### src/sv/acd_duration_recursion_defines.svh
// Assertion macros shared by the duration recursion RTL.
`ifndef ACD_DURATION_RECURSION_DEFINES_SVH
`define ACD_DURATION_RECURSION_DEFINES_SVH

// Same-cycle implication, disabled during reset.
`define ACD_ASSERT_IMP(label, clk, rst, ante, cons, msg) \
   label: assert property (@(posedge clk) disable iff (rst) (ante) |-> (cons)) \
      else $error(msg);

// Next-cycle implication, disabled during reset.
`define ACD_ASSERT_NXT(label, clk, rst, ante, cons, msg) \
   label: assert property (@(posedge clk) disable iff (rst) (ante) |=> (cons)) \
      else $error(msg);

`endif

### src/sv/acd_pkg.sv
// Package: control word, microprogram and Q16.16 helpers for the duration recursion.
`timescale 1ns / 1ps

package acd_pkg;

   // Register indexes on the csr channel
   localparam logic [3:0] REG_INTERCEPT    = 4'd0;
   localparam logic [3:0] REG_DUR_COEF_1   = 4'd1;
   localparam logic [3:0] REG_DUR_COEF_2   = 4'd2;
   localparam logic [3:0] REG_INNOV_COEF_1 = 4'd3;
   localparam logic [3:0] REG_INNOV_COEF_2 = 4'd4;
   localparam logic [3:0] REG_MEAN_COEF_1  = 4'd5;
   localparam logic [3:0] REG_MEAN_COEF_2  = 4'd6;
   localparam logic [3:0] REG_BURN_COUNT   = 4'd7;

   // Item kinds
   localparam logic KIND_START = 1'b0;
   localparam logic KIND_STEP  = 1'b1;

   // Multiplier operand selects
   localparam logic [2:0] MUL_NONE = 3'd0;
   localparam logic [2:0] MUL_D1   = 3'd1;
   localparam logic [2:0] MUL_D2   = 3'd2;
   localparam logic [2:0] MUL_E1   = 3'd3;
   localparam logic [2:0] MUL_E2   = 3'd4;
   localparam logic [2:0] MUL_M1   = 3'd5;
   localparam logic [2:0] MUL_M2   = 3'd6;
   localparam logic [2:0] MUL_MI   = 3'd7;

   // Accumulator operations
   localparam logic [1:0] ACC_HOLD = 2'd0;
   localparam logic [1:0] ACC_LOAD = 2'd1;
   localparam logic [1:0] ACC_ADD  = 2'd2;

   localparam int STEP_W = 4;
   localparam logic [STEP_W-1:0] STEP_FINISH = 4'd8;

   localparam logic signed [31:0] Q_MAX = 32'sh7FFF_FFFF;
   localparam logic signed [31:0] Q_MIN = 32'sh8000_0000;

   typedef struct packed {
      logic [2:0] mul_sel;
      logic [1:0] acc_op;
      logic       jump_start;   // branch to STEP_FINISH on a start item
      logic       finish;       // commit results, return to idle
   } ucode_type;

   function automatic ucode_type acd_ucode(input logic [STEP_W-1:0] step);
      ucode_type uc;
      uc = '{mul_sel: MUL_NONE, acc_op: ACC_HOLD, jump_start: 1'b0, finish: 1'b1};
      case (step)
         4'd0: uc = '{mul_sel: MUL_D1,   acc_op: ACC_LOAD, jump_start: 1'b1, finish: 1'b0};
         4'd1: uc = '{mul_sel: MUL_D2,   acc_op: ACC_ADD,  jump_start: 1'b0, finish: 1'b0};
         4'd2: uc = '{mul_sel: MUL_E1,   acc_op: ACC_ADD,  jump_start: 1'b0, finish: 1'b0};
         4'd3: uc = '{mul_sel: MUL_E2,   acc_op: ACC_ADD,  jump_start: 1'b0, finish: 1'b0};
         4'd4: uc = '{mul_sel: MUL_M1,   acc_op: ACC_ADD,  jump_start: 1'b0, finish: 1'b0};
         4'd5: uc = '{mul_sel: MUL_M2,   acc_op: ACC_ADD,  jump_start: 1'b0, finish: 1'b0};
         4'd6: uc = '{mul_sel: MUL_NONE, acc_op: ACC_ADD,  jump_start: 1'b0, finish: 1'b0};
         4'd7: uc = '{mul_sel: MUL_MI,   acc_op: ACC_HOLD, jump_start: 1'b0, finish: 1'b0};
         default: uc = '{mul_sel: MUL_NONE, acc_op: ACC_HOLD, jump_start: 1'b0, finish: 1'b1};
      endcase
      return uc;
   endfunction

   // Saturate a product already shifted down by 16 (floor)
   function automatic logic signed [31:0] sat_q48(input logic signed [47:0] q);
      logic signed [31:0] r;
      if (q[47:31] == {17{1'b0}} || q[47:31] == {17{1'b1}}) begin
         r = q[31:0];
      end else begin
         r = q[47] ? Q_MIN : Q_MAX;
      end
      return r;
   endfunction

   // Saturate the mean accumulator
   function automatic logic signed [31:0] sat_q35(input logic signed [34:0] v);
      logic signed [31:0] r;
      if (v[34:31] == 4'b0000 || v[34:31] == 4'b1111) begin
         r = v[31:0];
      end else begin
         r = v[34] ? Q_MIN : Q_MAX;
      end
      return r;
   endfunction

endpackage

### src/sv/acd_duration_recursion.sv
// Top level: microcoded ACD duration recursion with one shared Q16.16 multiplier.
//
// Usage:
//  req_*  : one transaction per item. req_tuser = kind (0 start, 1 step),
//           req_tdata = {innovation, start_mean, start_duration}, req_tlast = end of series.
//  rsp_*  : zero or one transaction per item. rsp_tdata = duration,
//           rsp_tlast = run_done. Results of the first burn_count items are dropped.
//  csr_*  : register writes (csr_index, csr_data), always ready; write only while idle.
// Sequencing: an item is taken when the sequencer is idle. A step item runs the
//  9-step microprogram (6 multiply-accumulates, mean saturation, mean x innovation,
//  commit) through the single 32x32 multiplier, and the next item is not taken
//  until this one has committed. A start item jumps straight to the commit step.
// Reset: synchronous; configuration registers, histories and the item count clear to zero.
// Stall: the result register holds while rsp_tready is low; the next item is
//  still accepted and computed, and only its commit step waits for the slot.
`timescale 1ns / 1ps
`include "acd_duration_recursion_defines.svh"

module acd_duration_recursion
   import acd_pkg::*;
#(
   parameter int DURATION_LAGS   = 2,
   parameter int INNOVATION_LAGS = 2,
   parameter int MEAN_LAGS       = 2
) (
   input  logic        clock,
   input  logic        reset,
   // Item channel
   input  logic        req_tvalid,
   output logic        req_tready,
   input  logic [95:0] req_tdata,   // [31:0] start_duration, [63:32] start_mean,
                                    // [95:64] innovation
   input  logic [0:0]  req_tuser,   // [0] kind
   input  logic        req_tlast,
   // Result channel
   output logic        rsp_tvalid,
   input  logic        rsp_tready,
   output logic [31:0] rsp_tdata,   // [31:0] duration
   output logic        rsp_tlast,
   // Register write channel
   input  logic        csr_valid,
   output logic        csr_ready,
   input  logic [3:0]  csr_index,
   input  logic [31:0] csr_data
);

   // Only lags 1 and 2 carry a coefficient; deeper history never contributes.
   localparam int DUR_DEPTH  = (DURATION_LAGS > 2) ? 2 : ((DURATION_LAGS < 1) ? 1 : DURATION_LAGS);
   localparam int INN_DEPTH  = (INNOVATION_LAGS > 2) ? 2
                               : ((INNOVATION_LAGS < 1) ? 1 : INNOVATION_LAGS);
   localparam int MEAN_DEPTH = (MEAN_LAGS > 2) ? 2 : ((MEAN_LAGS < 1) ? 1 : MEAN_LAGS);
   localparam int DUR_IDX2   = (DUR_DEPTH > 1) ? 1 : 0;
   localparam int INN_IDX2   = (INN_DEPTH > 1) ? 1 : 0;
   localparam int MEAN_IDX2  = (MEAN_DEPTH > 1) ? 1 : 0;

   localparam logic ST_IDLE = 1'b0;
   localparam logic ST_RUN  = 1'b1;

   // Configuration registers
   logic signed [31:0] coef_ff [0:6];   // indexed by REG_INTERCEPT .. REG_MEAN_COEF_2
   logic [15:0]        burn_ff;

   // Histories, index 0 is the most recent
   logic signed [31:0] dur_hist_ff  [0:DUR_DEPTH-1];
   logic signed [31:0] inn_hist_ff  [0:INN_DEPTH-1];
   logic signed [31:0] mean_hist_ff [0:MEAN_DEPTH-1];
   logic [15:0]        items_seen_ff;

   // Sequencer
   logic               state_ff, state_in;
   logic [STEP_W-1:0]  step_ff, step_in;
   ucode_type          uc;

   // Latched item
   logic               kind_ff, last_ff;
   logic signed [31:0] start_dur_ff, start_mean_ff, innov_ff;

   // Datapath
   logic signed [31:0] mul_a, mul_b;
   logic signed [63:0] prod_ff;
   logic signed [31:0] prod_sat;
   logic signed [34:0] acc_ff;
   logic signed [31:0] mean_sat;

   // Commit
   logic               emit;
   logic               finish_fire;
   logic signed [31:0] dur_val, mean_val;

   logic               rsp_valid_ff;
   logic [31:0]        rsp_data_ff;
   logic               rsp_last_ff;

   assign req_tready = (state_ff == ST_IDLE);
   assign csr_ready  = 1'b1;
   assign rsp_tvalid = rsp_valid_ff;
   assign rsp_tdata  = rsp_data_ff;
   assign rsp_tlast  = rsp_last_ff;

   assign uc       = acd_ucode(step_ff);
   assign prod_sat = sat_q48(prod_ff[63:16]);   // floor of product / 2^16
   assign mean_sat = sat_q35(acc_ff);

   // Operand mux; coefficients of lags beyond the configured order read as zero.
   always_comb begin
      mul_a = '0;
      mul_b = '0;
      case (uc.mul_sel)
         MUL_D1: begin
            mul_a = (DURATION_LAGS >= 1) ? coef_ff[REG_DUR_COEF_1[2:0]] : '0;
            mul_b = dur_hist_ff[0];
         end
         MUL_D2: begin
            mul_a = (DURATION_LAGS >= 2) ? coef_ff[REG_DUR_COEF_2[2:0]] : '0;
            mul_b = dur_hist_ff[DUR_IDX2];
         end
         MUL_E1: begin
            mul_a = (INNOVATION_LAGS >= 1) ? coef_ff[REG_INNOV_COEF_1[2:0]] : '0;
            mul_b = inn_hist_ff[0];
         end
         MUL_E2: begin
            mul_a = (INNOVATION_LAGS >= 2) ? coef_ff[REG_INNOV_COEF_2[2:0]] : '0;
            mul_b = inn_hist_ff[INN_IDX2];
         end
         MUL_M1: begin
            mul_a = (MEAN_LAGS >= 1) ? coef_ff[REG_MEAN_COEF_1[2:0]] : '0;
            mul_b = mean_hist_ff[0];
         end
         MUL_M2: begin
            mul_a = (MEAN_LAGS >= 2) ? coef_ff[REG_MEAN_COEF_2[2:0]] : '0;
            mul_b = mean_hist_ff[MEAN_IDX2];
         end
         MUL_MI: begin
            mul_a = mean_sat;
            mul_b = innov_ff;
         end
         default: begin
            mul_a = '0;
            mul_b = '0;
         end
      endcase
   end

   // Commit step values and the output-slot check
   always_comb begin
      dur_val     = (kind_ff == KIND_STEP) ? prod_sat : start_dur_ff;
      mean_val    = (kind_ff == KIND_STEP) ? mean_sat : start_mean_ff;
      emit        = (items_seen_ff >= burn_ff);
      finish_fire = (state_ff == ST_RUN) && uc.finish
                    && !(emit && rsp_valid_ff && !rsp_tready);
   end

   // Step sequencing with the start-item branch
   always_comb begin
      state_in = state_ff;
      step_in  = step_ff;
      unique case (state_ff)
         ST_IDLE: begin
            if (req_tvalid) begin
               state_in = ST_RUN;
               step_in  = '0;
            end
         end
         ST_RUN: begin
            if (uc.finish) begin
               if (finish_fire) begin
                  state_in = ST_IDLE;
                  step_in  = '0;
               end
            end else if (uc.jump_start && (kind_ff == KIND_START)) begin
               step_in = STEP_FINISH;
            end else begin
               step_in = step_ff + 1'b1;
            end
         end
         default: begin
            state_in = ST_IDLE;
            step_in  = '0;
         end
      endcase
   end

   always_ff @(posedge clock) begin
      if (reset) begin
         state_ff <= ST_IDLE;
         step_ff  <= '0;
      end else begin
         state_ff <= state_in;
         step_ff  <= step_in;
      end
   end

   // Item latch
   always_ff @(posedge clock) begin
      if (req_tvalid && req_tready) begin
         kind_ff       <= req_tuser[0];
         start_dur_ff  <= req_tdata[31:0];
         start_mean_ff <= req_tdata[63:32];
         innov_ff      <= req_tdata[95:64];
         last_ff       <= req_tlast;
      end
   end

   // Shared multiplier with registered product, and the mean accumulator.
   // The product holds on steps without operands, so a stalled commit keeps it.
   always_ff @(posedge clock) begin
      if (uc.mul_sel != MUL_NONE) prod_ff <= mul_a * mul_b;
      if (state_ff == ST_RUN) begin
         case (uc.acc_op)
            ACC_LOAD: acc_ff <= 35'(coef_ff[REG_INTERCEPT[2:0]]);
            ACC_ADD:  acc_ff <= acc_ff + 35'(prod_sat);
            default:  acc_ff <= acc_ff;
         endcase
      end
   end

   // Configuration registers
   always_ff @(posedge clock) begin
      if (reset) begin
         for (int i = 0; i < 7; i++) coef_ff[i] <= '0;
         burn_ff <= '0;
      end else if (csr_valid && csr_ready) begin
         if (csr_index < REG_BURN_COUNT) begin
            coef_ff[csr_index[2:0]] <= csr_data;
         end else if (csr_index == REG_BURN_COUNT) begin
            burn_ff <= csr_data[15:0];
         end
      end
   end

   // Histories and item count; cleared at reset and after the last item
   always_ff @(posedge clock) begin
      if (reset || (finish_fire && last_ff)) begin
         for (int k = 0; k < DUR_DEPTH; k++)  dur_hist_ff[k]  <= '0;
         for (int k = 0; k < INN_DEPTH; k++)  inn_hist_ff[k]  <= '0;
         for (int k = 0; k < MEAN_DEPTH; k++) mean_hist_ff[k] <= '0;
         items_seen_ff <= '0;
      end else if (finish_fire) begin
         for (int k = DUR_DEPTH - 1; k > 0; k--)  dur_hist_ff[k]  <= dur_hist_ff[k-1];
         for (int k = INN_DEPTH - 1; k > 0; k--)  inn_hist_ff[k]  <= inn_hist_ff[k-1];
         for (int k = MEAN_DEPTH - 1; k > 0; k--) mean_hist_ff[k] <= mean_hist_ff[k-1];
         dur_hist_ff[0]  <= dur_val;
         inn_hist_ff[0]  <= innov_ff;
         mean_hist_ff[0] <= mean_val;
         if (items_seen_ff != 16'hFFFF) items_seen_ff <= items_seen_ff + 16'd1;
      end
   end

   // Result register
   always_ff @(posedge clock) begin
      if (reset) begin
         rsp_valid_ff <= 1'b0;
      end else if (finish_fire && emit) begin
         rsp_valid_ff <= 1'b1;
      end else if (rsp_tready) begin
         rsp_valid_ff <= 1'b0;
      end
   end

   always_ff @(posedge clock) begin
      if (finish_fire && emit) begin
         rsp_data_ff <= dur_val;
         rsp_last_ff <= last_ff;
      end
   end

   `ACD_ASSERT_NXT(a_emit_sets_valid, clock, reset, finish_fire && emit, rsp_valid_ff, "result not registered")
   `ACD_ASSERT_NXT(a_last_clears_count, clock, reset, finish_fire && last_ff, items_seen_ff == 16'd0, "series not cleared")
   `ACD_ASSERT_IMP(a_idle_step_zero, clock, reset, state_ff == ST_IDLE, step_ff == '0, "step counter not parked")
   `ACD_ASSERT_IMP(a_step_in_range, clock, reset, state_ff == ST_RUN, step_ff <= STEP_FINISH, "step counter out of program")

endmodule

### config.mk
export PLATFORM = sky130hd
export DESIGN_NAME = acd_duration_recursion
export DESIGN_NICKNAME = d
export VERILOG_FILES = /design/src/sv/acd_pkg.sv /design/src/sv/acd_duration_recursion.sv
export VERILOG_INCLUDE_DIRS = /design/src /design/src/sv
export SDC_FILE = /design/constraint.sdc
export NUM_CORES = 2
export LEC_CHECK = 0
export BUFFER_PORTS_ARGS = -buffer_cell sky130_fd_sc_hd__buf_2
export CAP_MARGIN = 0
export CORE_MARGIN = 10
export CORE_UTILIZATION = 40
export CTS_CLUSTER_DIAMETER = 40
export DETAILED_ROUTE_END_ITERATION = 16
export PLACE_DENSITY = 0.56
export SLEW_MARGIN = 20
export SYNTH_ARGS = -nofsm -noshare
export SYNTH_HDL_FRONTEND = slang
export SYNTH_SLANG_ARGS = --single-unit
### constraint.sdc
create_clock -name clock -period 13.8 [get_ports clock]
set_clock_uncertainty 0.15 [all_clocks]
set_input_delay 2.76 -clock clock [delete_from_list [all_inputs] [get_ports clock]]
set_output_delay 2.76 -clock clock [all_outputs]
set_load 0.02 [all_outputs]
==> results.yml <==
outcome:
  status: "finished clean"
timing:
  period_needed_ps: 11960
  fmax_mhz: 83.6
  relSlewSlack: 0.219
  rsz0062_at_grt: "false"
  worst_slew_pin_slew_ps: 1170
  setup_viol: 0
  hold_violations: 0
  min_period_over_period: 0.867
  fin_tns_setup_ps: 0
  drv_slew: 0
clock_tree:
  clock_latency_ps: 720
  cts_setup_buffers: 0
  cts_tree: "built"
  cts_buffers: 92
  hold_buffers: 0
  cts_root_buffer: "clkbuf_16"
  clock-sinks: 673
  clk_pin_slew_ps: 60
  htree_levels: 3
  post_cts_resized: 0
  cts_buffer_depth: 3
setup_path:
  cp.required_ps: 14080
  crit_fanout: 25
  crit_family: "adder cells"
  end_kind: "flop"
  cp_slowest_stage_delay_ps: 990
  crit_buf_inv: 10
  path_class: "flop to flop"
  slowest_stage: "fa_1"
  cp-start-kind: "flop"
  cp.arrival_ps: 12240
die:
  core.rowCount: 147
  start_util: 0.403
  die-area_um2: 179000
  die_w_um: 423
  io_pins: 175
  die_y_um: 423
  core_um2: 161000
yosys:
  syn_nets: 7912
  seq_area_frac_synth: 0.300
  synth-seq-cells: 673
  yosys_warnings: 0
  ys.flop_type: "edfxtp_1"
  syn_avg_cell_area_um2: 10.0
  synth_edf_count: 598
  synth_cell_types: 70
  synthArstFlopShare: 0
  synth.cell_area_um2: 64800
  synthCells: 6456
hold_path:
  hold_path.class: "flop to flop"
final_layout:
  layout-area-overhead-vs-synth_pct: 10.9
  drive_above_1_share: 0.0894
  nets: 7977
  fillCellCount: 15400
grt:
  antenna_found_initial: 12
  grtUsageTotal: 0.244
  grt_max_degree: 133
  grt_pass1_vias: 49300
  grt_pass1_wl_um: 327000
  gr-total-overflow: 0
placement:
  io_buffers: 173
  dp_hpwl_um: 168000
  gp_congestion: 0.945
detailed_routing:
  drcViolationCount: 0
  postRouteAntennaNets: 0
  wl_um: 217000
  wire_per_inst_um: 24.8
  first_pass_iters: 6
  drt_iter0_drc: 4320
  vias: 47000
  viasPerCell: 5.37
job:
  cap_violations: 0
-- worst register-to-register path, delay by kind of cell, from the launching register on --
family                     cells  cell delay, ps
and+or+nand+nor                7            1960
DFF                            1             840
buffers and inverters         10            1670
AOI/OAI and AO/OA              5            1660
adders and majority gates      9            5380
-- per-layer routing --
layer	up-vias	GRT usage	part of all wire
met2	2139	0.375	0.44
met3	395	0.0458	0.087
met1	24100	0.343	0.43
met4	2	0.0885	0.039
met5	-	0	0.000060
li1	20400	-	-
-- per-stage QoR --
step,instance area [um2],utilization,setup slack (ps),hold slack [ps],instances
after global routing,71900,0.447,1120,326,8765
final,71900,0.447,1840,305,8765
after detailed placement,68500,0.426,1880,297,8587
after floorplan,64800,-,4040,286,6456
after global placement,68500,0.426,1890,292,8585
after CTS,71900,0.447,1750,305,8761
-- Yosys cell counts, drive strengths merged, types with 4 or more instances --
library cell	number	share of area
nand2	787	0.046
edfxtp	598	0.28
a31o	7	0.00095
nand3	58	0.0045
a22oi	120	0.014
dfxtp	75	0.023
xnor2	67	0.0091
a22o	32	0.0043
and2	211	0.020
a311oi	5	0.00068
ha	235	0.045
and4	4	0.00054
nor3b	7	0.00081
inv	1143	0.066
a211oi	32	0.0037
nand2b	38	0.0037
a21o	75	0.0087
nor4	9	0.00087
a31oi	23	0.0025
nand4	34	0.0033
a21boi	8	0.00093
mux2	28	0.0049
o21ai	62	0.0048
a21oi	274	0.021
nor2	799	0.046
fa	1082	0.33
o211ai	4	0.00046
or3	41	0.0040
nand3b	10	0.0012
o21bai	14	0.0016
buf	19	0.0014
o31ai	5	0.00058
mux2i	11	0.0017
nor3	59	0.0046
xor2	28	0.0038
clkbuf	326	0.019
or2	11	0.0011
a41oi	5	0.00068
o21a	16	0.0019
and3	41	0.0040
nor2b	17	0.0016
-- sequential cells by signal, summed over array words and instances, names as in the netlist, 4 cells and up, named ones only --
register / flops
coef_ff: 224
dur_hist_ff: 64
inn_hist_ff: 64
mean_hist_ff: 64
prod_ff: 48
acc_ff: 35
innov_ff: 32
rsp_tdata: 32
start_dur_ff: 32
start_mean_ff: 32
burn_ff: 16
items_seen_ff: 16
step_ff: 4
-- worst paths after layout --
check | slack [ps] | from | end | cells after the start
worst max-delay path | 1840 | flop | prod_ff[53] | 31
worst min-delay path | 310 | coef_ff[6][27] | coef_ff[6][27] | 2
worst max register to register | 1840 | flop | prod_ff[53] | 31
worst min register to register | 310 | coef_ff[6][27] | coef_ff[6][27] | 2
-- cell families after synthesis --
| kind of cell | after synthesis | synth area share |
|---|---|---|
| and+or+nand+nor | 2133 | 0.143 |
| other | 1 | 0.0000578 |
| AOI/OAI and AO/OA | 709 | 0.0714 |
| buffers and inverters | 1489 | 0.0865 |
| DFF | 673 | 0.300 |
| adders and majority gates | 1317 | 0.379 |
| muxes | 39 | 0.00656 |
| xor gates and xnor gates | 95 | 0.0128 |
-- cells in the final DEF, fill, tap and decap left out, drive strengths merged, types with 23 or more instances in the layout --
master / count
fa: 1082
xnor2: 67
a21o: 75
and2: 211
dfxtp: 75
buf: 316
nor3: 59
or3: 41
a21oi: 274
xor2: 28
a22oi: 120
a22o: 32
nor2: 799
inv: 1165
and3: 41
a31oi: 23
o21ai: 62
ha: 235
nand4: 34
mux2: 28
nand3: 58
clkinv: 28
clkbuf: 101
nand2: 787
edfxtp: 598
nand2b: 38
a211oi: 32
-- layout make-up --
cell class	count	area [um2]	area share
sequential	673	19500	0.271
inverter	1144	4290	0.0597
multi-input combinational	4294	40100	0.558
timing repair buffer	316	1990	0.0277
antenna	4	10.0	0.000139
clock inverter	73	935	0.0130
tap	2160	2700	0.0376
clock buffer	101	2380	0.0331
Power is not shown: default switching activity piles up to over one toggle a cycle in this logic, so the estimate is an artifact.
